[config.mk]
export PLATFORM = sky130hd
export DESIGN_NAME = iso14443a_miller_frame_decoder_flat
export DESIGN_NICKNAME = d
export VERILOG_FILES = /design/src/mfd_pkg.sv /design/src/mfd_in_if.sv /design/src/mfd_out_if.sv /design/src/mfd_qdiv.sv /design/src/iso14443a_miller_frame_decoder.sv /design/src/flat_wrapper.sv
export SDC_FILE = /design/constraint.sdc
export NUM_CORES = 1
export LEC_CHECK = 0
export ABC_AREA = 1
export BUFFER_PORTS_ARGS = -buffer_cell sky130_fd_sc_hd__buf_4
export CELL_PAD_IN_SITES_DETAIL_PLACEMENT = 1
export CELL_PAD_IN_SITES_GLOBAL_PLACEMENT = 2
export CORE_MARGIN = 5
export CORE_UTILIZATION = 40
export CTS_BUF_LIST = sky130_fd_sc_hd__clkbuf_4 sky130_fd_sc_hd__clkbuf_8
export CTS_CLUSTER_SIZE = 8
export DETAILED_ROUTE_END_ITERATION = 10
export HOLD_SLACK_MARGIN = 0.03
export MAX_ROUTING_LAYER = met4
export PLACE_DENSITY_LB_ADDON = 0.1
export SETUP_SLACK_MARGIN = 0.3
export SYNTH_ARGS = -nofsm -noshare
export SYNTH_HDL_FRONTEND = slang
export SYNTH_SLANG_ARGS = --single-unit
[constraint.sdc]
create_clock -name clk_i -period 4.4 [get_ports clk_i]
set_clock_uncertainty 0.15 [all_clocks]
set_input_delay 0.22 -clock clk_i [delete_from_list [all_inputs] [get_ports clk_i]]
set_output_delay 0.22 -clock clk_i [all_outputs]
set_load 0.02 [all_outputs]
[src/mfd_pkg.sv]
// Shared types, constants and the CRC-A byte update for the Miller frame decoder.
package mfd_pkg;

  localparam int unsigned NumW   = 19;  // 4*gap + round
  localparam int unsigned DenW   = 16;
  localparam logic [7:0]  QSat   = 8'hFF;
  localparam logic [15:0] CrcPre = 16'h6363;

  localparam logic [15:0] EtuReset   = 16'd679;
  localparam logic [15:0] RoundReset = 16'd339;

  // register indexes on the config port
  localparam logic RegEtu   = 1'b0;
  localparam logic RegRound = 1'b1;

  typedef struct packed {
    logic            start;
    logic [NumW-1:0] num;
    logic [DenW-1:0] den;
  } div_req_t;

  typedef struct packed {
    logic       done;
    logic [7:0] q;
  } div_rsp_t;

  function automatic logic [15:0] crc_a_step(input logic [15:0] crc, input logic [7:0] b);
    logic [7:0] u;
    u = b ^ crc[7:0];
    u = u ^ {u[3:0], 4'b0000};
    return {8'h00, crc[15:8]} ^ {u, 8'h00} ^ {5'b00000, u, 3'b000} ^ {12'h000, u[7:4]};
  endfunction

endpackage

[src/mfd_in_if.sv]
// Input channel: edge or timeout events.
interface mfd_in_if;
  logic        valid;
  logic        ready;
  logic        event_kind;
  logic [15:0] timestamp;

  modport source (output valid, event_kind, timestamp, input ready);
  modport sink   (input valid, event_kind, timestamp, output ready);
endinterface

[src/mfd_out_if.sv]
// Output channel: decoded frame bytes.
interface mfd_out_if;
  logic       valid;
  logic       ready;
  logic [7:0] frame_byte;
  logic [4:0] byte_index;
  logic       last_byte;
  logic       short_frame;
  logic       crc_checked;

  modport source (output valid, frame_byte, byte_index, last_byte, short_frame, crc_checked,
                  input ready);
  modport sink   (input valid, frame_byte, byte_index, last_byte, short_frame, crc_checked,
                  output ready);
endinterface

[src/mfd_qdiv.sv]
// Restoring divider, one quotient bit per cycle, result saturated to 8 bits.
module mfd_qdiv (
  input  logic              clk_i,
  input  logic              rst_ni,
  input  mfd_pkg::div_req_t req_i,
  output mfd_pkg::div_rsp_t rsp_o
);

  localparam int unsigned CntW = $clog2(mfd_pkg::NumW);

  logic                     busy_q, busy_d;
  logic [CntW-1:0]          cnt_q, cnt_d;
  logic [mfd_pkg::DenW:0]   rem_q, rem_d;
  logic [mfd_pkg::NumW-1:0] num_q, num_d;
  logic [mfd_pkg::NumW-1:0] quo_q, quo_d;
  logic [mfd_pkg::DenW-1:0] den_q, den_d;
  logic                     done_q, done_d;
  logic [mfd_pkg::DenW:0]   rem_sh;
  logic                     fits;

  assign rem_sh = {rem_q[mfd_pkg::DenW-1:0], num_q[mfd_pkg::NumW-1]};
  assign fits   = rem_sh >= {1'b0, den_q};

  always_comb begin
    busy_d = busy_q;
    cnt_d  = cnt_q;
    rem_d  = rem_q;
    num_d  = num_q;
    quo_d  = quo_q;
    den_d  = den_q;
    done_d = 1'b0;
    if (req_i.start) begin
      busy_d = 1'b1;
      cnt_d  = '0;
      rem_d  = '0;
      num_d  = req_i.num;
      quo_d  = '0;
      den_d  = req_i.den;
    end else if (busy_q) begin
      rem_d = fits ? (rem_sh - {1'b0, den_q}) : rem_sh;
      num_d = {num_q[mfd_pkg::NumW-2:0], 1'b0};
      quo_d = {quo_q[mfd_pkg::NumW-2:0], fits};
      cnt_d = cnt_q + CntW'(1);
      if (cnt_q == CntW'(mfd_pkg::NumW - 1)) begin
        busy_d = 1'b0;
        done_d = 1'b1;
      end
    end
  end

  always_ff @(posedge clk_i or negedge rst_ni) begin
    if (!rst_ni) begin
      busy_q <= 1'b0;
      done_q <= 1'b0;
      cnt_q  <= '0;
    end else begin
      busy_q <= busy_d;
      done_q <= done_d;
      cnt_q  <= cnt_d;
    end
  end

  always_ff @(posedge clk_i) begin
    rem_q <= rem_d;
    num_q <= num_d;
    quo_q <= quo_d;
    den_q <= den_d;
  end

  assign rsp_o.done = done_q;
  assign rsp_o.q    = (|quo_q[mfd_pkg::NumW-1:8]) ? mfd_pkg::QSat : quo_q[7:0];

endmodule

[src/iso14443a_miller_frame_decoder.sv]
// Top level of the ISO 14443-A modified Miller frame decoder with CRC-A check.
//
// Each input beat is a rising-edge timestamp or a timeout. The block takes one
// beat at a time. An edge that goes through the divide is accepted, then waits
// on the bit-serial divider that turns the gap into quarter-bit units (a 19-bit
// quotient plus its done register), is decoded and, for a data gap, has one or
// two Miller bits shifted in. An edge skipped after a timeout is only accepted.
// A timeout, a wrapped gap or a zero etu ends the frame. At end of frame the
// frame store (a single-port synchronous RAM) is walked once for the CRC-A
// residue when it holds more than two bytes, reading then accumulating each
// byte, and, if the residue matches or the frame holds one or two bytes, once
// to emit bytes, reading then loading each; the input is held meanwhile. Output
// beats sit in a register, so the next byte is fetched while the previous one
// waits. A short frame is a single beat with short_frame set. Registers:
// etu_ticks at 0x0, round_ticks at 0x4.
module iso14443a_miller_frame_decoder #(
  parameter int unsigned FRAME_BYTES = 32
) (
  input  logic        clk_i,
  input  logic        rst_ni,
  input  logic        psel,
  input  logic        penable,
  input  logic        pwrite,
  input  logic [2:0]  paddr,
  input  logic [31:0] pwdata,
  output logic [31:0] prdata,
  output logic        pready,
  mfd_in_if.sink      in_i,
  mfd_out_if.source   out_o
);

  localparam int unsigned AW       = $clog2(FRAME_BYTES);
  localparam int unsigned CW       = $clog2(FRAME_BYTES + 1);
  localparam int unsigned MAX_EMIT = (FRAME_BYTES < 32) ? FRAME_BYTES : 32;

  typedef enum logic [9:0] {
    S_IDLE    = 10'b0000000001,
    S_DIV     = 10'b0000000010,
    S_DEC     = 10'b0000000100,
    S_BITS    = 10'b0000001000,
    S_END     = 10'b0000010000,
    S_SHORT   = 10'b0000100000,
    S_CRC_RD  = 10'b0001000000,
    S_CRC_ACC = 10'b0010000000,
    S_EMIT_RD = 10'b0100000000,
    S_EMIT_LD = 10'b1000000000
  } state_e;

  state_e state_q, state_d;

  // config
  logic [15:0] etu_q, etu_d, round_q, round_d;
  logic        cfg_we;

  // decoder state
  logic [15:0]   prev_q, prev_d;
  logic          skip_q, skip_d;
  logic          lmb_q, lmb_d;
  logic [7:0]    shift_q, shift_d;
  logic [3:0]    bitcnt_q, bitcnt_d;
  logic [CW-1:0] bytecnt_q, bytecnt_d;
  logic [7:0]    qv_q, qv_d;
  logic [1:0]    bits_q, bits_d;   // pending Miller bits, LSB first
  logic          nbits_q, nbits_d; // 1: two bits pending
  logic [CW-1:0] idx_q, idx_d;
  logic [CW-1:0] nemit_q, nemit_d;
  logic [15:0]   crc_q, crc_d;
  logic          crc_ok_q, crc_ok_d; // flag for the frame being emitted

  // output register
  logic       ovalid_q, ovalid_d;
  logic [7:0] obyte_q, obyte_d;
  logic [4:0] oidx_q, oidx_d;
  logic       olast_q, olast_d, oshort_q, oshort_d, ocrc_q, ocrc_d;

  // frame store
  logic [7:0]    frame_store [FRAME_BYTES];
  logic          mem_we, mem_re;
  logic [AW-1:0] mem_addr;
  logic [7:0]    mem_rdata_q;

  mfd_pkg::div_req_t div_req;
  mfd_pkg::div_rsp_t div_rsp;

  logic        accept, slot_free, cur_bit, parity;
  logic [15:0] crc_next;

  mfd_qdiv u_qdiv (
    .clk_i  (clk_i),
    .rst_ni (rst_ni),
    .req_i  (div_req),
    .rsp_o  (div_rsp)
  );

  // APB
  assign pready = 1'b1;
  assign cfg_we = psel && penable && pwrite;
  assign prdata = {16'h0000, (paddr[2] == mfd_pkg::RegRound) ? round_q : etu_q};

  always_comb begin
    etu_d   = etu_q;
    round_d = round_q;
    if (cfg_we) begin
      if (paddr[2] == mfd_pkg::RegEtu) begin
        etu_d = pwdata[15:0];
      end else begin
        round_d = pwdata[15:0];
      end
    end
  end

  assign in_i.ready = (state_q == S_IDLE);
  assign accept     = in_i.valid && in_i.ready;
  assign slot_free  = !ovalid_q || out_o.ready;
  assign cur_bit    = bits_q[0];
  assign parity     = ^shift_q;
  assign crc_next   = mfd_pkg::crc_a_step(crc_q, mem_rdata_q);

  always_comb begin
    state_d   = state_q;
    prev_d    = prev_q;
    skip_d    = skip_q;
    lmb_d     = lmb_q;
    shift_d   = shift_q;
    bitcnt_d  = bitcnt_q;
    bytecnt_d = bytecnt_q;
    qv_d      = qv_q;
    bits_d    = bits_q;
    nbits_d   = nbits_q;
    idx_d     = idx_q;
    nemit_d   = nemit_q;
    crc_d     = crc_q;
    crc_ok_d  = crc_ok_q;
    ovalid_d  = ovalid_q && !out_o.ready;
    obyte_d   = obyte_q;
    oidx_d    = oidx_q;
    olast_d   = olast_q;
    oshort_d  = oshort_q;
    ocrc_d    = ocrc_q;
    mem_we    = 1'b0;
    mem_re    = 1'b0;
    mem_addr  = idx_q[AW-1:0];
    div_req.start = 1'b0;
    div_req.num   = {1'b0, in_i.timestamp - prev_q, 2'b00} + {3'b000, round_q};
    div_req.den   = etu_q;

    unique case (state_q)
      S_IDLE: begin
        if (accept) begin
          if (in_i.event_kind) begin
            // timeout: treat as a saturated gap, then skip the next edge
            skip_d  = 1'b1;
            qv_d    = mfd_pkg::QSat;
            state_d = S_DEC;
          end else if (skip_q) begin
            skip_d = 1'b0;
            prev_d = in_i.timestamp;
          end else begin
            prev_d = in_i.timestamp;
            if (in_i.timestamp < prev_q || etu_q == 16'h0000) begin
              qv_d    = mfd_pkg::QSat;
              state_d = S_DEC;
            end else begin
              div_req.start = 1'b1;
              state_d       = S_DIV;
            end
          end
        end
      end

      S_DIV: begin
        if (div_rsp.done) begin
          qv_d    = div_rsp.q;
          state_d = S_DEC;
        end
      end

      S_DEC: begin
        priority if (qv_q == 8'd4) begin
          bits_d  = {1'b0, lmb_q};
          nbits_d = 1'b0;
          state_d = S_BITS;
        end else if (qv_q == 8'd6) begin
          bits_d  = lmb_q ? 2'b00 : 2'b01;
          nbits_d = lmb_q;
          lmb_d   = !lmb_q;
          state_d = S_BITS;
        end else if (qv_q == 8'd8 && lmb_q) begin
          bits_d  = 2'b10;
          nbits_d = 1'b1;
          state_d = S_BITS;
        end else if (qv_q == 8'd8) begin
          state_d = S_END;
        end else begin
          lmb_d = 1'b0;
          if (qv_q > 8'd8) begin
            state_d = S_END;
          end else begin
            // abort
            shift_d   = '0;
            bitcnt_d  = '0;
            bytecnt_d = '0;
            state_d   = S_IDLE;
          end
        end
      end

      S_BITS: begin
        if (bitcnt_q[3]) begin
          // parity bit: odd parity over the byte
          if (parity != cur_bit) begin
            if (bytecnt_q < CW'(FRAME_BYTES)) begin
              mem_we    = 1'b1;
              mem_addr  = bytecnt_q[AW-1:0];
              bytecnt_d = bytecnt_q + CW'(1);
            end
          end else begin
            bytecnt_d = '0;
          end
          shift_d  = '0;
          bitcnt_d = '0;
        end else begin
          shift_d  = {cur_bit, shift_q[7:1]};
          bitcnt_d = bitcnt_q + 4'd1;
        end
        bits_d  = {1'b0, bits_q[1]};
        nbits_d = 1'b0;
        if (!nbits_q) begin
          state_d = S_IDLE;
        end
      end

      S_END: begin
        idx_d   = '0;
        crc_d   = mfd_pkg::CrcPre;
        nemit_d = (bytecnt_q > CW'(MAX_EMIT)) ? CW'(MAX_EMIT) : bytecnt_q;
        priority if (bitcnt_q == 4'd7) begin
          state_d = S_SHORT;
        end else if (bytecnt_q > CW'(2)) begin
          state_d = S_CRC_RD;
        end else if (bytecnt_q != '0) begin
          crc_ok_d = 1'b0;
          state_d  = S_EMIT_RD;
        end else begin
          shift_d  = '0;
          bitcnt_d = '0;
          state_d  = S_IDLE;
        end
      end

      S_SHORT: begin
        if (slot_free) begin
          ovalid_d  = 1'b1;
          obyte_d   = shift_q;
          oidx_d    = '0;
          olast_d   = 1'b1;
          oshort_d  = 1'b1;
          ocrc_d    = 1'b0;
          shift_d   = '0;
          bitcnt_d  = '0;
          bytecnt_d = '0;
          state_d   = S_IDLE;
        end
      end

      S_CRC_RD: begin
        mem_re  = 1'b1;
        state_d = S_CRC_ACC;
      end

      S_CRC_ACC: begin
        // running CRC over data and CRC bytes leaves zero on a match
        crc_d = crc_next;
        idx_d = idx_q + CW'(1);
        if (idx_q + CW'(1) == bytecnt_q) begin
          idx_d = '0;
          if (crc_next == 16'h0000) begin
            crc_ok_d = 1'b1;
            state_d  = S_EMIT_RD;
          end else begin
            shift_d   = '0;
            bitcnt_d  = '0;
            bytecnt_d = '0;
            state_d   = S_IDLE;
          end
        end else begin
          state_d = S_CRC_RD;
        end
      end

      S_EMIT_RD: begin
        mem_re  = 1'b1;
        state_d = S_EMIT_LD;
      end

      S_EMIT_LD: begin
        if (slot_free) begin
          ovalid_d = 1'b1;
          obyte_d  = mem_rdata_q;
          oidx_d   = 5'(idx_q);
          olast_d  = (idx_q + CW'(1) == nemit_q);
          oshort_d = 1'b0;
          ocrc_d   = crc_ok_q;
          idx_d    = idx_q + CW'(1);
          if (idx_q + CW'(1) == nemit_q) begin
            shift_d   = '0;
            bitcnt_d  = '0;
            bytecnt_d = '0;
            state_d   = S_IDLE;
          end else begin
            state_d = S_EMIT_RD;
          end
        end
      end

      default: state_d = S_IDLE;
    endcase
  end

  always_ff @(posedge clk_i or negedge rst_ni) begin
    if (!rst_ni) begin
      state_q   <= S_IDLE;
      etu_q     <= mfd_pkg::EtuReset;
      round_q   <= mfd_pkg::RoundReset;
      prev_q    <= '0;
      skip_q    <= 1'b0;
      lmb_q     <= 1'b0;
      shift_q   <= '0;
      bitcnt_q  <= '0;
      bytecnt_q <= '0;
      ovalid_q  <= 1'b0;
    end else begin
      state_q   <= state_d;
      etu_q     <= etu_d;
      round_q   <= round_d;
      prev_q    <= prev_d;
      skip_q    <= skip_d;
      lmb_q     <= lmb_d;
      shift_q   <= shift_d;
      bitcnt_q  <= bitcnt_d;
      bytecnt_q <= bytecnt_d;
      ovalid_q  <= ovalid_d;
    end
  end

  always_ff @(posedge clk_i) begin
    qv_q     <= qv_d;
    bits_q   <= bits_d;
    nbits_q  <= nbits_d;
    idx_q    <= idx_d;
    nemit_q  <= nemit_d;
    crc_q    <= crc_d;
    crc_ok_q <= crc_ok_d;
    obyte_q  <= obyte_d;
    oidx_q   <= oidx_d;
    olast_q  <= olast_d;
    oshort_q <= oshort_d;
    ocrc_q   <= ocrc_d;
  end

  // frame store, single port
  always_ff @(posedge clk_i) begin
    if (mem_we) begin
      frame_store[mem_addr] <= shift_q;
    end
    if (mem_re) begin
      mem_rdata_q <= frame_store[mem_addr];
    end
  end

  assign out_o.valid       = ovalid_q;
  assign out_o.frame_byte  = obyte_q;
  assign out_o.byte_index  = oidx_q;
  assign out_o.last_byte   = olast_q;
  assign out_o.short_frame = oshort_q;
  assign out_o.crc_checked = ocrc_q;

endmodule
[src/flat_wrapper.sv]
// flat-port wrapper written by rule: the top's interface ports become plain ports
module iso14443a_miller_frame_decoder_flat 
#(
  parameter int unsigned FRAME_BYTES = 32
)
  (clk_i, rst_ni, psel, penable, pwrite, paddr, pwdata, prdata, pready, in_i_valid, in_i_event_kind, in_i_timestamp, in_i_ready, out_o_valid, out_o_frame_byte, out_o_byte_index, out_o_last_byte, out_o_short_frame, out_o_crc_checked, out_o_ready);
  mfd_in_if in_i_i ();
  mfd_out_if out_o_i ();
  input  logic clk_i;
  input  logic rst_ni;
  input  logic psel;
  input  logic penable;
  input  logic pwrite;
  input  logic [2:0] paddr;
  input  logic [31:0] pwdata;
  output logic [31:0] prdata;
  output logic pready;
  input wire logic [$bits(in_i_i.valid)-1:0] in_i_valid;
  input wire logic [$bits(in_i_i.event_kind)-1:0] in_i_event_kind;
  input wire logic [$bits(in_i_i.timestamp)-1:0] in_i_timestamp;
  output wire logic [$bits(in_i_i.ready)-1:0] in_i_ready;
  output wire logic [$bits(out_o_i.valid)-1:0] out_o_valid;
  output wire logic [$bits(out_o_i.frame_byte)-1:0] out_o_frame_byte;
  output wire logic [$bits(out_o_i.byte_index)-1:0] out_o_byte_index;
  output wire logic [$bits(out_o_i.last_byte)-1:0] out_o_last_byte;
  output wire logic [$bits(out_o_i.short_frame)-1:0] out_o_short_frame;
  output wire logic [$bits(out_o_i.crc_checked)-1:0] out_o_crc_checked;
  input wire logic [$bits(out_o_i.ready)-1:0] out_o_ready;
  assign in_i_i.valid = in_i_valid;
  assign in_i_i.event_kind = in_i_event_kind;
  assign in_i_i.timestamp = in_i_timestamp;
  assign in_i_ready = in_i_i.ready;
  assign out_o_valid = out_o_i.valid;
  assign out_o_frame_byte = out_o_i.frame_byte;
  assign out_o_byte_index = out_o_i.byte_index;
  assign out_o_last_byte = out_o_i.last_byte;
  assign out_o_short_frame = out_o_i.short_frame;
  assign out_o_crc_checked = out_o_i.crc_checked;
  assign out_o_i.ready = out_o_ready;
  iso14443a_miller_frame_decoder #(.FRAME_BYTES(FRAME_BYTES)) u_core (.clk_i(clk_i), .rst_ni(rst_ni), .psel(psel), .penable(penable), .pwrite(pwrite), .paddr(paddr), .pwdata(pwdata), .prdata(prdata), .pready(pready), .in_i(in_i_i), .out_o(out_o_i));
endmodule
==> key figures <==
Die
  • Die height: 253.5 µm
  • Initial Util: 40.27%
  • CORE AREA: 58910 µm²
  • Row cnt: 89
  • Die area: 64280 µm²
  • I/O pins: 110
  • Die outline width: between 200 and 300 µm

GRT
  • Initial antenna violation count: 2
  • Grt ovf: 0
  • Largest net degree at the start of global routing: 65
  • Vias in the first global route: between 15k and 20k
  • Total GRT Usage: between 20 and 25%
  • First-pass GRT wire length: 107800 µm

Detailed routing
  • Vias: roughly 18k
  • Pre-Repair DR Iteration Count: 5
  • Drt initial violations: slightly below 800
  • Post-DR wirelength/cell: between 15 and 20 µm
  • # DRC: 0
  • Post-route ant nets: 0
  • WL final: a little under 70000 µm
  • Via density: 4.956

Cells and area
  • Area Growth Syn to Fin: 16.88%
  • Design Area, Final: approximately 28000 µm²
  • Layout cell share with drive strength beyond 1: 11.96%
  • Regs by FF count: u_core.frame_store (256), u_core.u_qdiv.num_q (19), u_core.u_qdiv.quo_q (19)
  • Commonest non-fill, non-tap cell in the layout: nand2_1
  • Post-Layout Cell Count: 3700
  • Biggest register: u_core.frame_store
  • Final net count: 2969
  • Fill count: 6883
  • Commonest non-fill, non-tap cells in the layout: nand2_1 (957), edfxtp_1 (355), inv_1 (242), nor2_1 (205), nand3_1 (197)
  • Largest register FFs: 256

Timing
  • Fmax: about 270 MHz
  • Final setup TNS: 0 ns
  • Hold Fails Final Rpt: 0
  • Pins Over Slew Limit: 0
  • Unrepaired setup endpoints after global routing: no
  • Setup violators final: 0
  • Tightest Pin Transition: about 1.0 ns
  • Fin crit share: 85.27%
  • Rel. slew slack: between 30% and 40%
  • Final Critical Period: 3.752 ns

CTS
  • Post-CTS Setup Bufs: 0
  • CTS tree: done
  • CTS clk-pin slew, worst paths: around 0.060 ns
  • Clock buffer depth: 3
  • Cts bufs inserted: 87
  • H-tree levels: 3
  • CTS sink count: 476
  • Clock Latency Late Sink: 0.67 ns
  • Clock tree root driver cell: clkbuf_8

Critical path
  • R2R Setup Slk: approximately 0.65 ns
  • Timing endpoint of the critical path: u_core.u_qdiv.num_q[17]
  • R2R cell count: 20
  • Worst r2r src: u_core.prev_q[0]
  • Critical path required time: ~4.7 ns
  • CP startpoint: u_core.prev_q[0]
  • CP startpoint kind: register
  • Reg2reg end: u_core.u_qdiv.num_q[17]
  • Crit path DAT: 4.01 ns
  • Setup Crit Path Kind: reg -> reg
  • Crit. End Element: register
  • CP Max Fanout: 5

Yosys
  • Post-Syn Area: about 24000 µm²
  • Syn. warnings: 0
  • Ys flop type: edfxtp_1
  • Synth Register Bits: 476
  • Sequential-to-total area share from yosys stat: a little under three fifths
  • Cells after Synth: about 2.7k
  • Ys async rst share: approximately 18%
  • Number of flops mapped to enable cells by yosys: ~360
  • Mapped Avg Cell Area: a little under 9 µm²
  • Synth cell types: 57

Power and ir drop
  • Power per cell area: 569.2 nW/µm²
  • Max rail drop VDD: 0.4899 mV
  • Leakage dissipation: 0.01250 µW

Placed design
  • Placed cell count: between 3k and 4k
  • PortBufs: 74
  • Gpl congestion: approximately 0.86
  • Detailed Place HPWL: 46080 µm
  • Post-DP Area: roughly 25000 µm²

Hold path
  • Hold Crit Class: in -> reg
  • Worst Hold Launch: pwdata[8]

Status
  • Outcome: complete, no violations

Flow run
  • MaxCap Viol Count: 0
-- layout make-up --
| type | instances | area [µm²] | share of cell area (%) |
|---|---|---|---|
| flip-flops and latches | 476 | 13530 | 48.79 |
| multi-input cells | 1830 | 8775 | 31.65 |
| repair buffers | 201 | 1717 | 6.191 |
| clock buffers | 121 | 1465 | 5.284 |
| well taps | 773 | 967.2 | 3.488 |
| inverters | 256 | 964.7 | 3.479 |
| clock inverters | 42 | 309.0 | 1.115 |
| diodes | 1 | 2.502 | 0.009025 |
-- cell families (layout without fill, tap and decap cells) --
| kind of cell | count (synthesis) | count (layout) | share of synthesized area, % |
|---|---|---|---|
| simple gates | 1447 | 1447 | 25.01 |
| fa+ha+maj | 58 | 58 | 3.154 |
| buf+inv | 363 | 620 | 6.339 |
| flops | 476 | 476 | 57.02 |
| other cells | 2 | 18 | 0.03166 |
| xor+xnor | 83 | 83 | 3.064 |
| compound gates | 224 | 224 | 5.332 |
| mux | 1 | 1 | 0.04746 |
-- per-stage QoR --
| step | hold slack [ns] | util (%) | worst slack [ns] | power (µW) |
|---|---|---|---|---|
| global placement | 0.1817 | 43.02 | 0.5480 | 11340 |
| detailed placement | 0.1845 | 43.02 | 0.5387 | 11510 |
| finish | 0.2271 | 47.07 | 0.6479 | 15780 |
| CTS | 0.1750 | 47.05 | 0.5198 | 16020 |
| global route | 0.2136 | 47.07 | 0.3015 | 16950 |
| floorplan | -0.2256 | - | 0.9561 | 9856 |
-- worst min-delay path by stage --
stage	depth (start not counted)	slack, ns	end
final	4	0.23	u_core.round_q[8]
after floorplan	0	-0.23	u_core.bitcnt_q[0]
after global placement	1	0.18	u_core.shift_q[5]
after detailed placement	1	0.18	u_core.shift_q[5]
after global routing	4	0.21	u_core.prev_q[14]
after CTS	4	0.17	u_core.prev_q[14]
-- layer usage --
metal / up-vias / GRT usage [%] / routed length [µm]
li1: 9057 / - / -
met1: 8931 / 26.77 / 29800
met2: 257 / 37.93 / 34600
met3: 93 / 2.876 / 2128
met4: 0 / 6.093 / 1502
met5: - / - / 0
-- what timing repair did --
action / 4_1_cts / 5_1_grt
hold buffers: 59 / 0
endpoints found under the hold margin: 107 / 0
gates resized for setup: 0 / 4
setup endpoints to repair: 0 / 4
-- cells in the mapped netlist, types with 4 or more instances --
master    number  share of area [%]
nand2_2        4               0.11
a31oi_1        7               0.18
buf_1          6              0.095
o21bai_1       6               0.19
nor2_2        13               0.34
dfrtp_1       74                7.8
xor2_1        50                1.8
a21o_1         6               0.19
nor3_1        18               0.38
o211ai_1      13               0.41
inv_2         11               0.17
o31ai_1        4               0.13
dfstp_2       12                1.3
a21oi_1       51                1.1
dfxtp_1       35                3.0
nor4_1        13               0.34
nand3_1      197                4.2
o21ai_1        4              0.084
edfxtp_1     355                 45
nand2_1      958                 15
o21ai_0      116                2.4
buf_2         47               0.99
inv_1        243                3.8
buf_4         20               0.63
ha_1          55                2.9
a211oi_1       5               0.16
xnor2_1       33                1.2
nand4_1       18               0.47
clkbuf_1      33               0.52
nor2_1       206                3.3
-- power by group --
group | switching [µW] | total, µW | internal [µW] | leakage [µW]
clock network | 1950 | 4310 | 2360 | 0.000947
logic | 3470 | 5340 | 1860 | 0.00694
registers | 392 | 6130 | 5740 | 0.00461
-- worst max-delay path, cell delays in order, from the launching register on --
cell and delay, ns:
dfrtp_1 0.38, ha_1 0.24, fa_1 0.46, o21ai_2 0.19
a21oi_1 0.10, o21bai_2 0.18, nand2_1 0.07, nand2_1 0.12
a21boi_0 0.15, o21ai_1 0.18, xor2_1 0.19, ha_1 0.31
nand2_1 0.09, nor2_1 0.05, nand2_1 0.07, nand4_1 0.16
a21o_1 0.21, nand2_1 0.07, nand2_1 0.05, nand3_1 0.07
nand2_1 0.05
Power figures use the tool's default switching activity.
